$ cat config.mk
export PLATFORM = sky130hd
export DESIGN_NAME = framed_message_decoder
export DESIGN_NICKNAME = d
export VERILOG_FILES = /design/src/design/fmd_pkg.sv /design/src/design/fmd_parser.sv /design/src/design/fmd_regulator.sv /design/src/design/framed_message_decoder.sv
export VERILOG_INCLUDE_DIRS = /design/src /design/src/design
export SDC_FILE = /design/constraint.sdc
export NUM_CORES = 1
export LEC_CHECK = 0
export BUFFER_PORTS_ARGS = -buffer_cell sky130_fd_sc_hd__buf_2
export CORE_ASPECT_RATIO = 0.9
export CORE_MARGIN = 1.5
export CORE_UTILIZATION = 50
export DETAILED_ROUTE_END_ITERATION = 8
export HOLD_SLACK_MARGIN = 0.02
export PLACE_DENSITY = 0.72
export SLEW_MARGIN = 10
export SYNTH_ARGS = -nofsm -noshare
export SYNTH_HDL_FRONTEND = slang
export SYNTH_SLANG_ARGS = --single-unit
export TNS_END_PERCENT = 1
$ cat constraint.sdc
create_clock -name clk -period 9.7 [get_ports clk]
set_clock_uncertainty 0.05 [all_clocks]
set_input_delay 1.94 -clock clk [delete_from_list [all_inputs] [get_ports clk]]
set_output_delay 1.94 -clock clk [all_outputs]
set_load 0.05 [all_outputs]
$ cat src/design/framed_message_decoder_macros.svh
// Assertion macros used by the framed message decoder top level.
`ifndef FRAMED_MESSAGE_DECODER_MACROS_SVH
`define FRAMED_MESSAGE_DECODER_MACROS_SVH

// Same-cycle implication, checked out of reset.
`define FMD_ASSERT_NOW(lbl, ante, cons, msg) \
    lbl: assert property (@(posedge clk) disable iff (!rst_n) (ante) |-> (cons)) \
        else $error(msg);

// Next-cycle implication, checked out of reset.
`define FMD_ASSERT_NEXT(lbl, ante, cons, msg) \
    lbl: assert property (@(posedge clk) disable iff (!rst_n) (ante) |=> (cons)) \
        else $error(msg);

`endif

$ cat src/design/fmd_pkg.sv
// Types and constants for the framed message decoder.
`timescale 1ns / 1ps

package fmd_pkg;

    // Framing constants
    localparam logic [7:0] START_BYTE        = 8'hFA;
    localparam logic [7:0] MSG_STD           = 8'd1;
    localparam logic [7:0] MSG_MPC           = 8'd2;
    localparam logic [7:0] SEQ_WRAP_FROM     = 8'd254;
    localparam int         STD_PAYLOAD_BYTES = 13;
    localparam int         OBJ_STRIDE        = 9;

    // Configuration register indexes
    localparam logic [1:0] CFG_RPM_TARGET = 2'd0;
    localparam logic [1:0] CFG_DRIVE_MIN  = 2'd1;
    localparam logic [1:0] CFG_DRIVE_MAX  = 2'd2;

    // Configuration reset values
    localparam logic [7:0] RPM_TARGET_RST = 8'd125;
    localparam logic [6:0] DRIVE_MIN_RST  = 7'd30;
    localparam logic [6:0] DRIVE_MAX_RST  = 7'd70;
    localparam logic [7:0] LAST_RPM_RST   = 8'd125;

    // Field identifiers
    localparam logic [2:0] FID_X        = 3'd0;
    localparam logic [2:0] FID_RPM      = 3'd3;
    localparam logic [2:0] FID_TARGET_X = 3'd4;
    localparam logic [2:0] FID_PICKUP   = 3'd6;

    // Result kinds
    localparam logic RK_FIELD = 1'b0;
    localparam logic RK_DRIVE = 1'b1;

    // Request kinds
    localparam logic IK_BYTE = 1'b0;
    localparam logic IK_TICK = 1'b1;

    // Parser phases
    typedef enum logic [3:0] {
        PH_HUNT  = 4'b0001,
        PH_TYPE  = 4'b0010,
        PH_COUNT = 4'b0100,
        PH_BODY  = 4'b1000
    } fmd_phase_t;

    typedef struct packed {
        logic       kind;
        logic [7:0] data_byte;
    } fmd_in_t;

    typedef struct packed {
        logic               result_kind;
        logic [2:0]         field_id;
        logic [1:0]         object_index;
        logic signed [31:0] field_value;
        logic               sequence_ok;
        logic               last_of_message;
        logic [6:0]         drive_level;
    } fmd_out_t;

    typedef struct packed {
        logic [7:0] rpm_target;
        logic [6:0] drive_min;
        logic [6:0] drive_max;
    } fmd_cfg_t;

    // Parser to top level / regulator
    typedef struct packed {
        logic        emit;
        logic [2:0]  field_id;
        logic [1:0]  obj;
        logic [31:0] value;
        logic        last;
        logic        seq_ok;
        logic        rpm_we;
        logic [7:0]  rpm;
    } fmd_field_t;

endpackage

$ cat src/design/fmd_parser.sv
// Frame parser: start byte hunt, header check, field assembly.
`timescale 1ns / 1ps

module fmd_parser
    import fmd_pkg::*;
#(
    parameter int MPC_PAYLOAD_BYTES = 36,
    parameter int MPC_OBJECTS       = 3
)
(
    input  logic       clk,
    input  logic       rst_n,
    input  logic       go,
    input  logic [7:0] data_byte,
    output fmd_field_t fld
);

    fmd_phase_t  phase_reg, phase_next;
    logic [7:0]  type_reg, type_next;
    logic [5:0]  pos_reg, pos_next;
    logic [3:0]  off_reg, off_next;
    logic [1:0]  obj_reg, obj_next;
    logic [23:0] wa_reg, wa_next;
    logic [7:0]  cnt_reg [3];
    logic [7:0]  cnt_next [3];
    logic        flag_reg, flag_next;

    logic [7:0]  cnt_sel;
    logic [7:0]  cnt_expect;
    logic [6:0]  pos_inc;
    logic [1:0]  woff;
    logic        in_objs;

    // Expected count for the current type
    always_comb
    begin
        case (type_reg[1:0])
            2'd1:    cnt_sel = cnt_reg[1];
            2'd2:    cnt_sel = cnt_reg[2];
            default: cnt_sel = cnt_reg[0];
        endcase
        cnt_expect = (cnt_sel >= SEQ_WRAP_FROM) ? 8'd0 : cnt_sel + 8'd1;
    end

    assign pos_inc = {1'b0, pos_reg} + 7'd1;
    assign in_objs = obj_reg < 2'(MPC_OBJECTS);

    // Next state and emitted field
    always_comb
    begin
        phase_next = phase_reg;
        type_next  = type_reg;
        pos_next   = pos_reg;
        off_next   = off_reg;
        obj_next   = obj_reg;
        wa_next    = wa_reg;
        flag_next  = flag_reg;
        for (int i = 0; i < 3; i++)
        begin
            cnt_next[i] = cnt_reg[i];
        end
        fld        = '0;
        fld.seq_ok = flag_reg;
        fld.rpm    = data_byte;
        woff       = 2'd0;

        if (go)
        begin
            case (phase_reg)
                PH_HUNT:
                begin
                    if (data_byte == START_BYTE)
                    begin
                        phase_next = PH_TYPE;
                    end
                end
                PH_TYPE:
                begin
                    type_next  = data_byte;
                    phase_next = PH_COUNT;
                end
                PH_COUNT:
                begin
                    // sequence check against the per-type counter
                    if (type_reg > MSG_MPC)
                    begin
                        flag_next = 1'b0;
                    end
                    else if (data_byte == cnt_expect)
                    begin
                        cnt_next[type_reg[1:0]] = data_byte;
                        flag_next               = 1'b1;
                    end
                    else
                    begin
                        flag_next = 1'b0;
                    end
                    pos_next = '0;
                    off_next = '0;
                    obj_next = '0;
                    wa_next  = '0;
                    if (type_reg == MSG_STD || type_reg == MSG_MPC)
                    begin
                        phase_next = PH_BODY;
                    end
                    else
                    begin
                        phase_next = PH_HUNT;
                    end
                end
                PH_BODY:
                begin
                    pos_next = pos_inc[5:0];
                    if (type_reg == MSG_STD)
                    begin
                        // three words, then the rpm byte
                        if (pos_reg < 6'd12)
                        begin
                            woff = pos_reg[1:0];
                            if (woff == 2'd3)
                            begin
                                fld.emit     = 1'b1;
                                fld.field_id = {1'b0, pos_reg[3:2]};
                                fld.value    = {data_byte, wa_reg};
                            end
                        end
                        else if (pos_reg == 6'd12)
                        begin
                            fld.emit     = 1'b1;
                            fld.field_id = FID_RPM;
                            fld.value    = {24'd0, data_byte};
                            fld.last     = 1'b1;
                            fld.rpm_we   = 1'b1;
                        end
                        if (pos_inc >= 7'(STD_PAYLOAD_BYTES))
                        begin
                            phase_next = PH_HUNT;
                            pos_next   = '0;
                        end
                    end
                    else if (type_reg == MSG_MPC)
                    begin
                        // objects of two words and a pickup byte
                        if (in_objs)
                        begin
                            if (off_reg < 4'd8)
                            begin
                                woff = off_reg[1:0];
                                if (woff == 2'd3)
                                begin
                                    fld.emit     = 1'b1;
                                    fld.field_id = FID_TARGET_X + {2'd0, off_reg[2]};
                                    fld.obj      = obj_reg;
                                    fld.value    = {data_byte, wa_reg};
                                end
                            end
                            else
                            begin
                                fld.emit     = 1'b1;
                                fld.field_id = FID_PICKUP;
                                fld.obj      = obj_reg;
                                fld.value    = {24'd0, data_byte};
                                fld.last     = (obj_reg == 2'(MPC_OBJECTS - 1));
                            end
                        end
                        if (off_reg == 4'(OBJ_STRIDE - 1))
                        begin
                            off_next = '0;
                            if (in_objs)
                            begin
                                obj_next = obj_reg + 2'd1;
                            end
                        end
                        else
                        begin
                            off_next = off_reg + 4'd1;
                        end
                        if (pos_inc >= 7'(MPC_PAYLOAD_BYTES))
                        begin
                            phase_next = PH_HUNT;
                            pos_next   = '0;
                        end
                    end
                    else
                    begin
                        phase_next = PH_HUNT;
                    end

                    // word assembly for the word bytes of either type
                    if ((type_reg == MSG_STD && pos_reg < 6'd12) ||
                        (type_reg == MSG_MPC && in_objs && off_reg < 4'd8))
                    begin
                        case (woff)
                            2'd0:    wa_next = {16'd0, data_byte};
                            2'd1:    wa_next = wa_reg | {8'd0, data_byte, 8'd0};
                            2'd2:    wa_next = wa_reg | {data_byte, 16'd0};
                            default: wa_next = wa_reg;
                        endcase
                    end
                end
                default:
                begin
                    phase_next = PH_HUNT;
                end
            endcase
        end
    end

    // State registers
    always_ff @(posedge clk or negedge rst_n)
    begin
        if (!rst_n)
        begin
            phase_reg <= PH_HUNT;
            type_reg  <= '0;
            pos_reg   <= '0;
            off_reg   <= '0;
            obj_reg   <= '0;
            wa_reg    <= '0;
            flag_reg  <= 1'b0;
            for (int i = 0; i < 3; i++)
            begin
                cnt_reg[i] <= '0;
            end
        end
        else
        begin
            phase_reg <= phase_next;
            type_reg  <= type_next;
            pos_reg   <= pos_next;
            off_reg   <= off_next;
            obj_reg   <= obj_next;
            wa_reg    <= wa_next;
            flag_reg  <= flag_next;
            for (int i = 0; i < 3; i++)
            begin
                cnt_reg[i] <= cnt_next[i];
            end
        end
    end

endmodule

$ cat src/design/fmd_regulator.sv
// Lidar motor drive regulator: nudges drive toward target rpm on each tick.
`timescale 1ns / 1ps

module fmd_regulator
    import fmd_pkg::*;
(
    input  logic       clk,
    input  logic       rst_n,
    input  logic       tick,
    input  logic       rpm_we,
    input  logic [7:0] rpm,
    input  fmd_cfg_t   cfg,
    output logic [6:0] drive,
    output logic [6:0] drive_new
);

    logic [7:0]        last_rpm_reg, last_rpm_next;
    logic [6:0]        drive_reg, drive_next;
    logic signed [8:0] d_step;

    // One step toward the target unless the last rpm is zero, then clamp (upper limit first)
    always_comb
    begin
        d_step = signed'({2'b00, drive_reg});
        if (last_rpm_reg != 8'd0)
        begin
            if (last_rpm_reg > cfg.rpm_target)
            begin
                d_step = d_step - 9'sd1;
            end
            else if (last_rpm_reg < cfg.rpm_target)
            begin
                d_step = d_step + 9'sd1;
            end
        end
        if (d_step > signed'({2'b00, cfg.drive_max}))
        begin
            drive_new = cfg.drive_max;
        end
        else if (d_step < signed'({2'b00, cfg.drive_min}))
        begin
            drive_new = cfg.drive_min;
        end
        else
        begin
            drive_new = d_step[6:0];
        end
    end

    assign drive_next    = tick ? drive_new : drive_reg;
    assign last_rpm_next = rpm_we ? rpm : last_rpm_reg;
    assign drive         = drive_reg;

    always_ff @(posedge clk or negedge rst_n)
    begin
        if (!rst_n)
        begin
            drive_reg    <= '0;
            last_rpm_reg <= LAST_RPM_RST;
        end
        else
        begin
            drive_reg    <= drive_next;
            last_rpm_reg <= last_rpm_next;
        end
    end

endmodule

$ cat src/design/framed_message_decoder.sv
// Framed message decoder top level: request register, parser, regulator, result register.
//
// Requests arrive on item/item_valid/item_ready: kind 0 carries one received
// UART byte, kind 1 is a regulator period tick. Results leave on
// result/result_valid/result_ready: a decoded field (x, y, theta, rpm, or a
// target object's x, y, pickup) or, for every tick, the new drive level.
// Header bytes and ignored bytes give no result.
// Configuration: cfg_we writes cfg_data to register cfg_index (0 rpm target,
// 1 drive minimum, 2 drive maximum) in the same cycle; other indexes are ignored.
// A taken request waits in the request register until the result register is free
// or its result is leaving; then the parse/regulate logic handles it and loads any
// result into the result register. Throughput: one request per cycle while results
// are taken.
// A stalled receiver holds the result register; the request register still
// takes one more request, after which item_ready drops until the result leaves.
// Reset: parser hunts for the start byte, counters cleared, drive 0, last rpm
// 125, registers at 125 / 30 / 70.
`timescale 1ns / 1ps
`include "framed_message_decoder_macros.svh"

module framed_message_decoder
    import fmd_pkg::*;
#(
    parameter int MPC_PAYLOAD_BYTES = 36,
    parameter int MPC_OBJECTS       = 3
)
(
    input  logic       clk,
    input  logic       rst_n,
    input  logic       item_valid,
    output logic       item_ready,
    input  fmd_in_t    item,
    output logic       result_valid,
    input  logic       result_ready,
    output fmd_out_t   result,
    input  logic       cfg_we,
    input  logic [1:0] cfg_index,
    input  logic [7:0] cfg_data
);

    logic       s_valid_reg, s_valid_next;
    fmd_in_t    s_item_reg, s_item_next;
    logic       r_valid_reg, r_valid_next;
    fmd_out_t   r_data_reg, r_data_next;
    fmd_cfg_t   cfg_reg, cfg_next;
    logic       proc_go;
    logic       byte_go;
    logic       tick_go;
    fmd_field_t fld;
    logic [6:0] drive;
    logic [6:0] drive_new;

    // Handshake
    assign proc_go    = s_valid_reg && (!r_valid_reg || result_ready);
    assign item_ready = !s_valid_reg || proc_go;
    assign byte_go    = proc_go && (s_item_reg.kind == IK_BYTE);
    assign tick_go    = proc_go && (s_item_reg.kind == IK_TICK);

    // Configuration writes
    always_comb
    begin
        cfg_next = cfg_reg;
        if (cfg_we)
        begin
            case (cfg_index)
                CFG_RPM_TARGET: cfg_next.rpm_target = cfg_data;
                CFG_DRIVE_MIN:  cfg_next.drive_min  = cfg_data[6:0];
                CFG_DRIVE_MAX:  cfg_next.drive_max  = cfg_data[6:0];
                default:        cfg_next = cfg_reg;
            endcase
        end
    end

    fmd_parser #(
        .MPC_PAYLOAD_BYTES (MPC_PAYLOAD_BYTES),
        .MPC_OBJECTS       (MPC_OBJECTS)
    ) u_parser (
        .clk       (clk),
        .rst_n     (rst_n),
        .go        (byte_go),
        .data_byte (s_item_reg.data_byte),
        .fld       (fld)
    );

    fmd_regulator u_regulator (
        .clk       (clk),
        .rst_n     (rst_n),
        .tick      (tick_go),
        .rpm_we    (byte_go && fld.rpm_we),
        .rpm       (fld.rpm),
        .cfg       (cfg_reg),
        .drive     (drive),
        .drive_new (drive_new)
    );

    // Request register
    always_comb
    begin
        s_valid_next = s_valid_reg;
        s_item_next  = s_item_reg;
        if (item_valid && item_ready)
        begin
            s_valid_next = 1'b1;
            s_item_next  = item;
        end
        else if (proc_go)
        begin
            s_valid_next = 1'b0;
        end
    end

    // Result register
    always_comb
    begin
        r_valid_next = r_valid_reg;
        r_data_next  = r_data_reg;
        if (r_valid_reg && result_ready)
        begin
            r_valid_next = 1'b0;
        end
        if (tick_go)
        begin
            r_valid_next                = 1'b1;
            r_data_next                 = '0;
            r_data_next.result_kind     = RK_DRIVE;
            r_data_next.drive_level     = drive_new;
        end
        else if (byte_go && fld.emit)
        begin
            r_valid_next                = 1'b1;
            r_data_next.result_kind     = RK_FIELD;
            r_data_next.field_id        = fld.field_id;
            r_data_next.object_index    = fld.obj;
            r_data_next.field_value     = signed'(fld.value);
            r_data_next.sequence_ok     = fld.seq_ok;
            r_data_next.last_of_message = fld.last;
            r_data_next.drive_level     = drive;
        end
    end

    always_ff @(posedge clk or negedge rst_n)
    begin
        if (!rst_n)
        begin
            s_valid_reg        <= 1'b0;
            r_valid_reg        <= 1'b0;
            cfg_reg.rpm_target <= RPM_TARGET_RST;
            cfg_reg.drive_min  <= DRIVE_MIN_RST;
            cfg_reg.drive_max  <= DRIVE_MAX_RST;
        end
        else
        begin
            s_valid_reg <= s_valid_next;
            r_valid_reg <= r_valid_next;
            cfg_reg     <= cfg_next;
        end
    end

    always_ff @(posedge clk)
    begin
        s_item_reg <= s_item_next;
        r_data_reg <= r_data_next;
    end

    assign result_valid = r_valid_reg;
    assign result       = r_data_reg;

    // Checks
    `FMD_ASSERT_NEXT(a_req_held, s_valid_reg && !proc_go, s_valid_reg,
        "pending request dropped")
    `FMD_ASSERT_NEXT(a_tick_result, tick_go,
        result_valid && result.result_kind == RK_DRIVE,
        "tick produced no drive result")
    `FMD_ASSERT_NOW(a_last_field, result_valid && result.result_kind == RK_FIELD &&
        result.last_of_message,
        result.field_id == FID_RPM || result.field_id == FID_PICKUP,
        "end of message on a word field")
    `FMD_ASSERT_NOW(a_drive_range, result_valid && result.result_kind == RK_DRIVE &&
        cfg_reg.drive_min <= cfg_reg.drive_max,
        result.drive_level >= cfg_reg.drive_min &&
        result.drive_level <= cfg_reg.drive_max,
        "drive level outside limits")

endmodule

==> metrics <==
clk sinks=168; Avg Cell Area, Syn=10.4 um^2; WS Path Type=reg -> reg; Max clock buf depth=2; Reg power frac=44.0%; I/O pin count=73; Pint=1290 uW; routed wire length=20.0 mm; worst hold path type=reg -> reg; outcome=finished, final reports clean; Post CTS Setup Buffer Count=0; Syn Inst Count=824; Highest Clock Rate=216 MHz; Root Driver=clkbuf_16; clock share of power=35.9%; vias per cell=5.83; Leakage=0.00424 uW; Post-Syn Area=8530 um^2; Ys Warns=0; first-pass GRT wire length=32.5 mm; Slew headroom=28.0%; layout cell share with drive strength beyond 1=22.2%; die footprint=17,900 um^2; CTS clk-pin slew, worst paths=0.07 ns; Max FO, Critical Path=7; final instance area=9580 um^2; initial antenna violation count=0; Psw=576 uW; Critical Path RT=9.81 ns; final period utilization=47.8%; port bufs=72; Startpoint Class=register; combinational cell fraction of total power=20.2%; DRT Pass-1 Iters=7; Worst VDD drop=0.000119 V; die width=141 um; final slew viol count=0; setup TNS=0 ns; Synth cell types=77; post-synthesis sequential area ratio=48.2%; sw frac=30.9%; final hold viol count=0; largest net degree at the start of global routing=62; max incr delay on CP=0.52 ns; GRT Util Overall=23.4%; CP bufs+invs=1; fin crit period=4.64 ns; post-CTS sizing=0; cts bufs inserted=17; Clock Latency Late Sink=0.43 ns; CP endpoint kind=register; DRT iter0 DRCs=567; FF+latch count, synth=168; final setup vio count=0; worst-margin pin slew=1.08 ns; DR WL/cell=18.1 um; worst path cell trace=inv_1 > ha_1 > a21o_1 > o21ba_2 > nor2_1 > and4_1 > o21ai_0 > xnor2_1 > ha_1 > nor2b_1 > o21ai_0 > a21oi_1 > a2111oi_1 > a211oi_4 > mux2i_1 > a222oi_1; post-DP HPWL=13.8 mm; post-place instance area=9000 um^2; Rows=45; Async S/R FF share, synth=66.7%; slowest CP cell=dfstp_2; Synthesized Nets=887; CTS tree=built; number of diodes=0; Primary FF master, synth=dfrtp_1; DR vias=6,423; core area=16,800 um^2; starting density of the core=50.8%; RSZ-0062 raised after global routing=no; gr ovfl total=0; max_cap viols=0; fin nets=941; GP Congestion=0.913; Final ANT Viol Nets=0; PwrDens=195 nW/um^2; Area Growth Syn to Fin=12.3%; max FFs per register=47; htree depth=4; EDFF count, synth=16; Die Span Y=127 um; drt drc=0; CP Data Arrival Time=4.75 ns; CTS hold repair buffers=0; vias in the first global route=6,031; CP top delay family=compound AO/OA/AOI/OAI gates
placed cells by master, fill, tap and decap left out, types with 4 or more instances in the layout:
master      n
ha_1       39
buf_4       7
mux2_2     30
nand3b_1    7
mux2_4     24
clkbuf_16  17
a21o_1      4
a222oi_1    9
o31ai_1     5
nand2b_1    5
dfstp_2    20
inv_1      43
dfrtp_1    92
and4_1      4
nand3_1    23
dfxtp_1    40
o21ai_0    54
inv_6       6
a22o_1     26
and2_1      7
nor2b_1     6
edfxtp_1   16
nor4_1      4
nor2_1     70
a21oi_1    55
a31oi_1     6
a22oi_1    21
nand2_1    65
and3_1      6
xnor2_1    10
nand4_1     8
buf_2      71
mux2i_1    10
nor3_1     10
synthesized netlist by cell type, drive strengths merged, types with 3 or more instances:
library cell | instances | area, um^2
o21ai | 55 | 275
nand2 | 65 | 244
a22o | 26 | 228
nand2b | 5 | 31.3
a21o | 4 | 30.0
nor4 | 4 | 25.0
o2111ai | 3 | 32.5
o22ai | 3 | 18.8
a31oi | 6 | 37.5
xor2 | 3 | 26.3
mux2 | 55 | 709
nor4b | 5 | 50.0
and2 | 10 | 70.1
nor3 | 10 | 50.1
inv | 43 | 161
edfxtp | 16 | 480
xnor2 | 10 | 87.6
a22oi | 21 | 158
nand3 | 23 | 115
a21oi | 56 | 284
a2111oi | 4 | 42.5
nor2 | 70 | 263
clkbuf | 33 | 124
nor2b | 6 | 37.5
o31ai | 5 | 37.5
mux2i | 10 | 100
ha | 39 | 488
a222oi | 9 | 90.1
buf | 10 | 100
and4 | 4 | 35.0
dfxtp | 40 | 801
dfrtp | 92 | 2300
or2 | 3 | 18.8
nand4 | 8 | 50.1
nand3b | 7 | 52.6
dfstp | 20 | 526
and3 | 7 | 48.8
metal layers:
| metal | part of all wire, % | vias up | GRT usage (%) |
|---|---|---|---|
| met5 | 0 | - | 0 |
| met3 | 5.6 | 26 | 5.13 |
| met1 | 48 | 3083 | 33.3 |
| met4 | 2.0 | 0 | 7.54 |
| li1 | - | 3118 | - |
| met2 | 45 | 196 | 35.7 |
cell type report:
cell class	instances	area, um^2
Clock buffer	20	447
Multi-Input combinational cell	570	4060
Fill cell	1419	7200
Inverter	43	161
Tap cell	211	264
Sequential cell	168	4110
Clock inverter	12	130
Timing Repair Buffer	78	408
path summary, 6_finish.rpt:
kind	from	end	slack [ns]	depth (start not counted)
max	cfg_reg[17]	result[3]	5.06	16
min	result[45]	result[45]	0.41	1
max reg2reg	cfg_reg[17]	result[3]	5.06	16
min reg2reg	result[45]	result[45]	0.41	1
max in group asynchronous	rst_n	u_regulator.last_rpm_reg[7]	6.86	2
min in group asynchronous	rst_n	cfg_reg[13]	1.49	1
cells by family (layout without fill, tap and decap cells):
family	Yosys count	count (layout)	synth area share, %
muxes	65	65	9.49
adders and majority gates	39	39	5.72
and+or+nand+nor	236	236	13.6
xor gates and xnor gates	13	13	1.33
AOI/OAI and AO/OA	217	217	17.1
DFF	168	168	48.2
buffers and inverters	86	153	4.52
power groups by stage:
stage	Sequential (uW)	Clock [uW]	Combinational (uW)
after floorplan	823	0	281
after global placement	831	0	366
after detailed placement	831	0	374
after CTS	819	681	377
after global routing	827	716	423
final	820	669	376
metrics by stage:
stage / util [%] / std cells / total power [uW] / hold slack, ns / setup WS (ns)
finish: 57.1 / 1102 / 1870 / 0.406 / 5.06
global route: 57.1 / 1102 / 1970 / 0.437 / 4.76
CTS: 57.1 / 1102 / 1880 / 0.408 / 5.06
detailed placement: 53.6 / 1070 / 1210 / 0.390 / 5.05
global placement: 53.6 / 1070 / 1200 / 0.384 / 5.13
floorplan: - / 824 / 1100 / 0.401 / 5.29
Power figures use the tool's default switching activity.
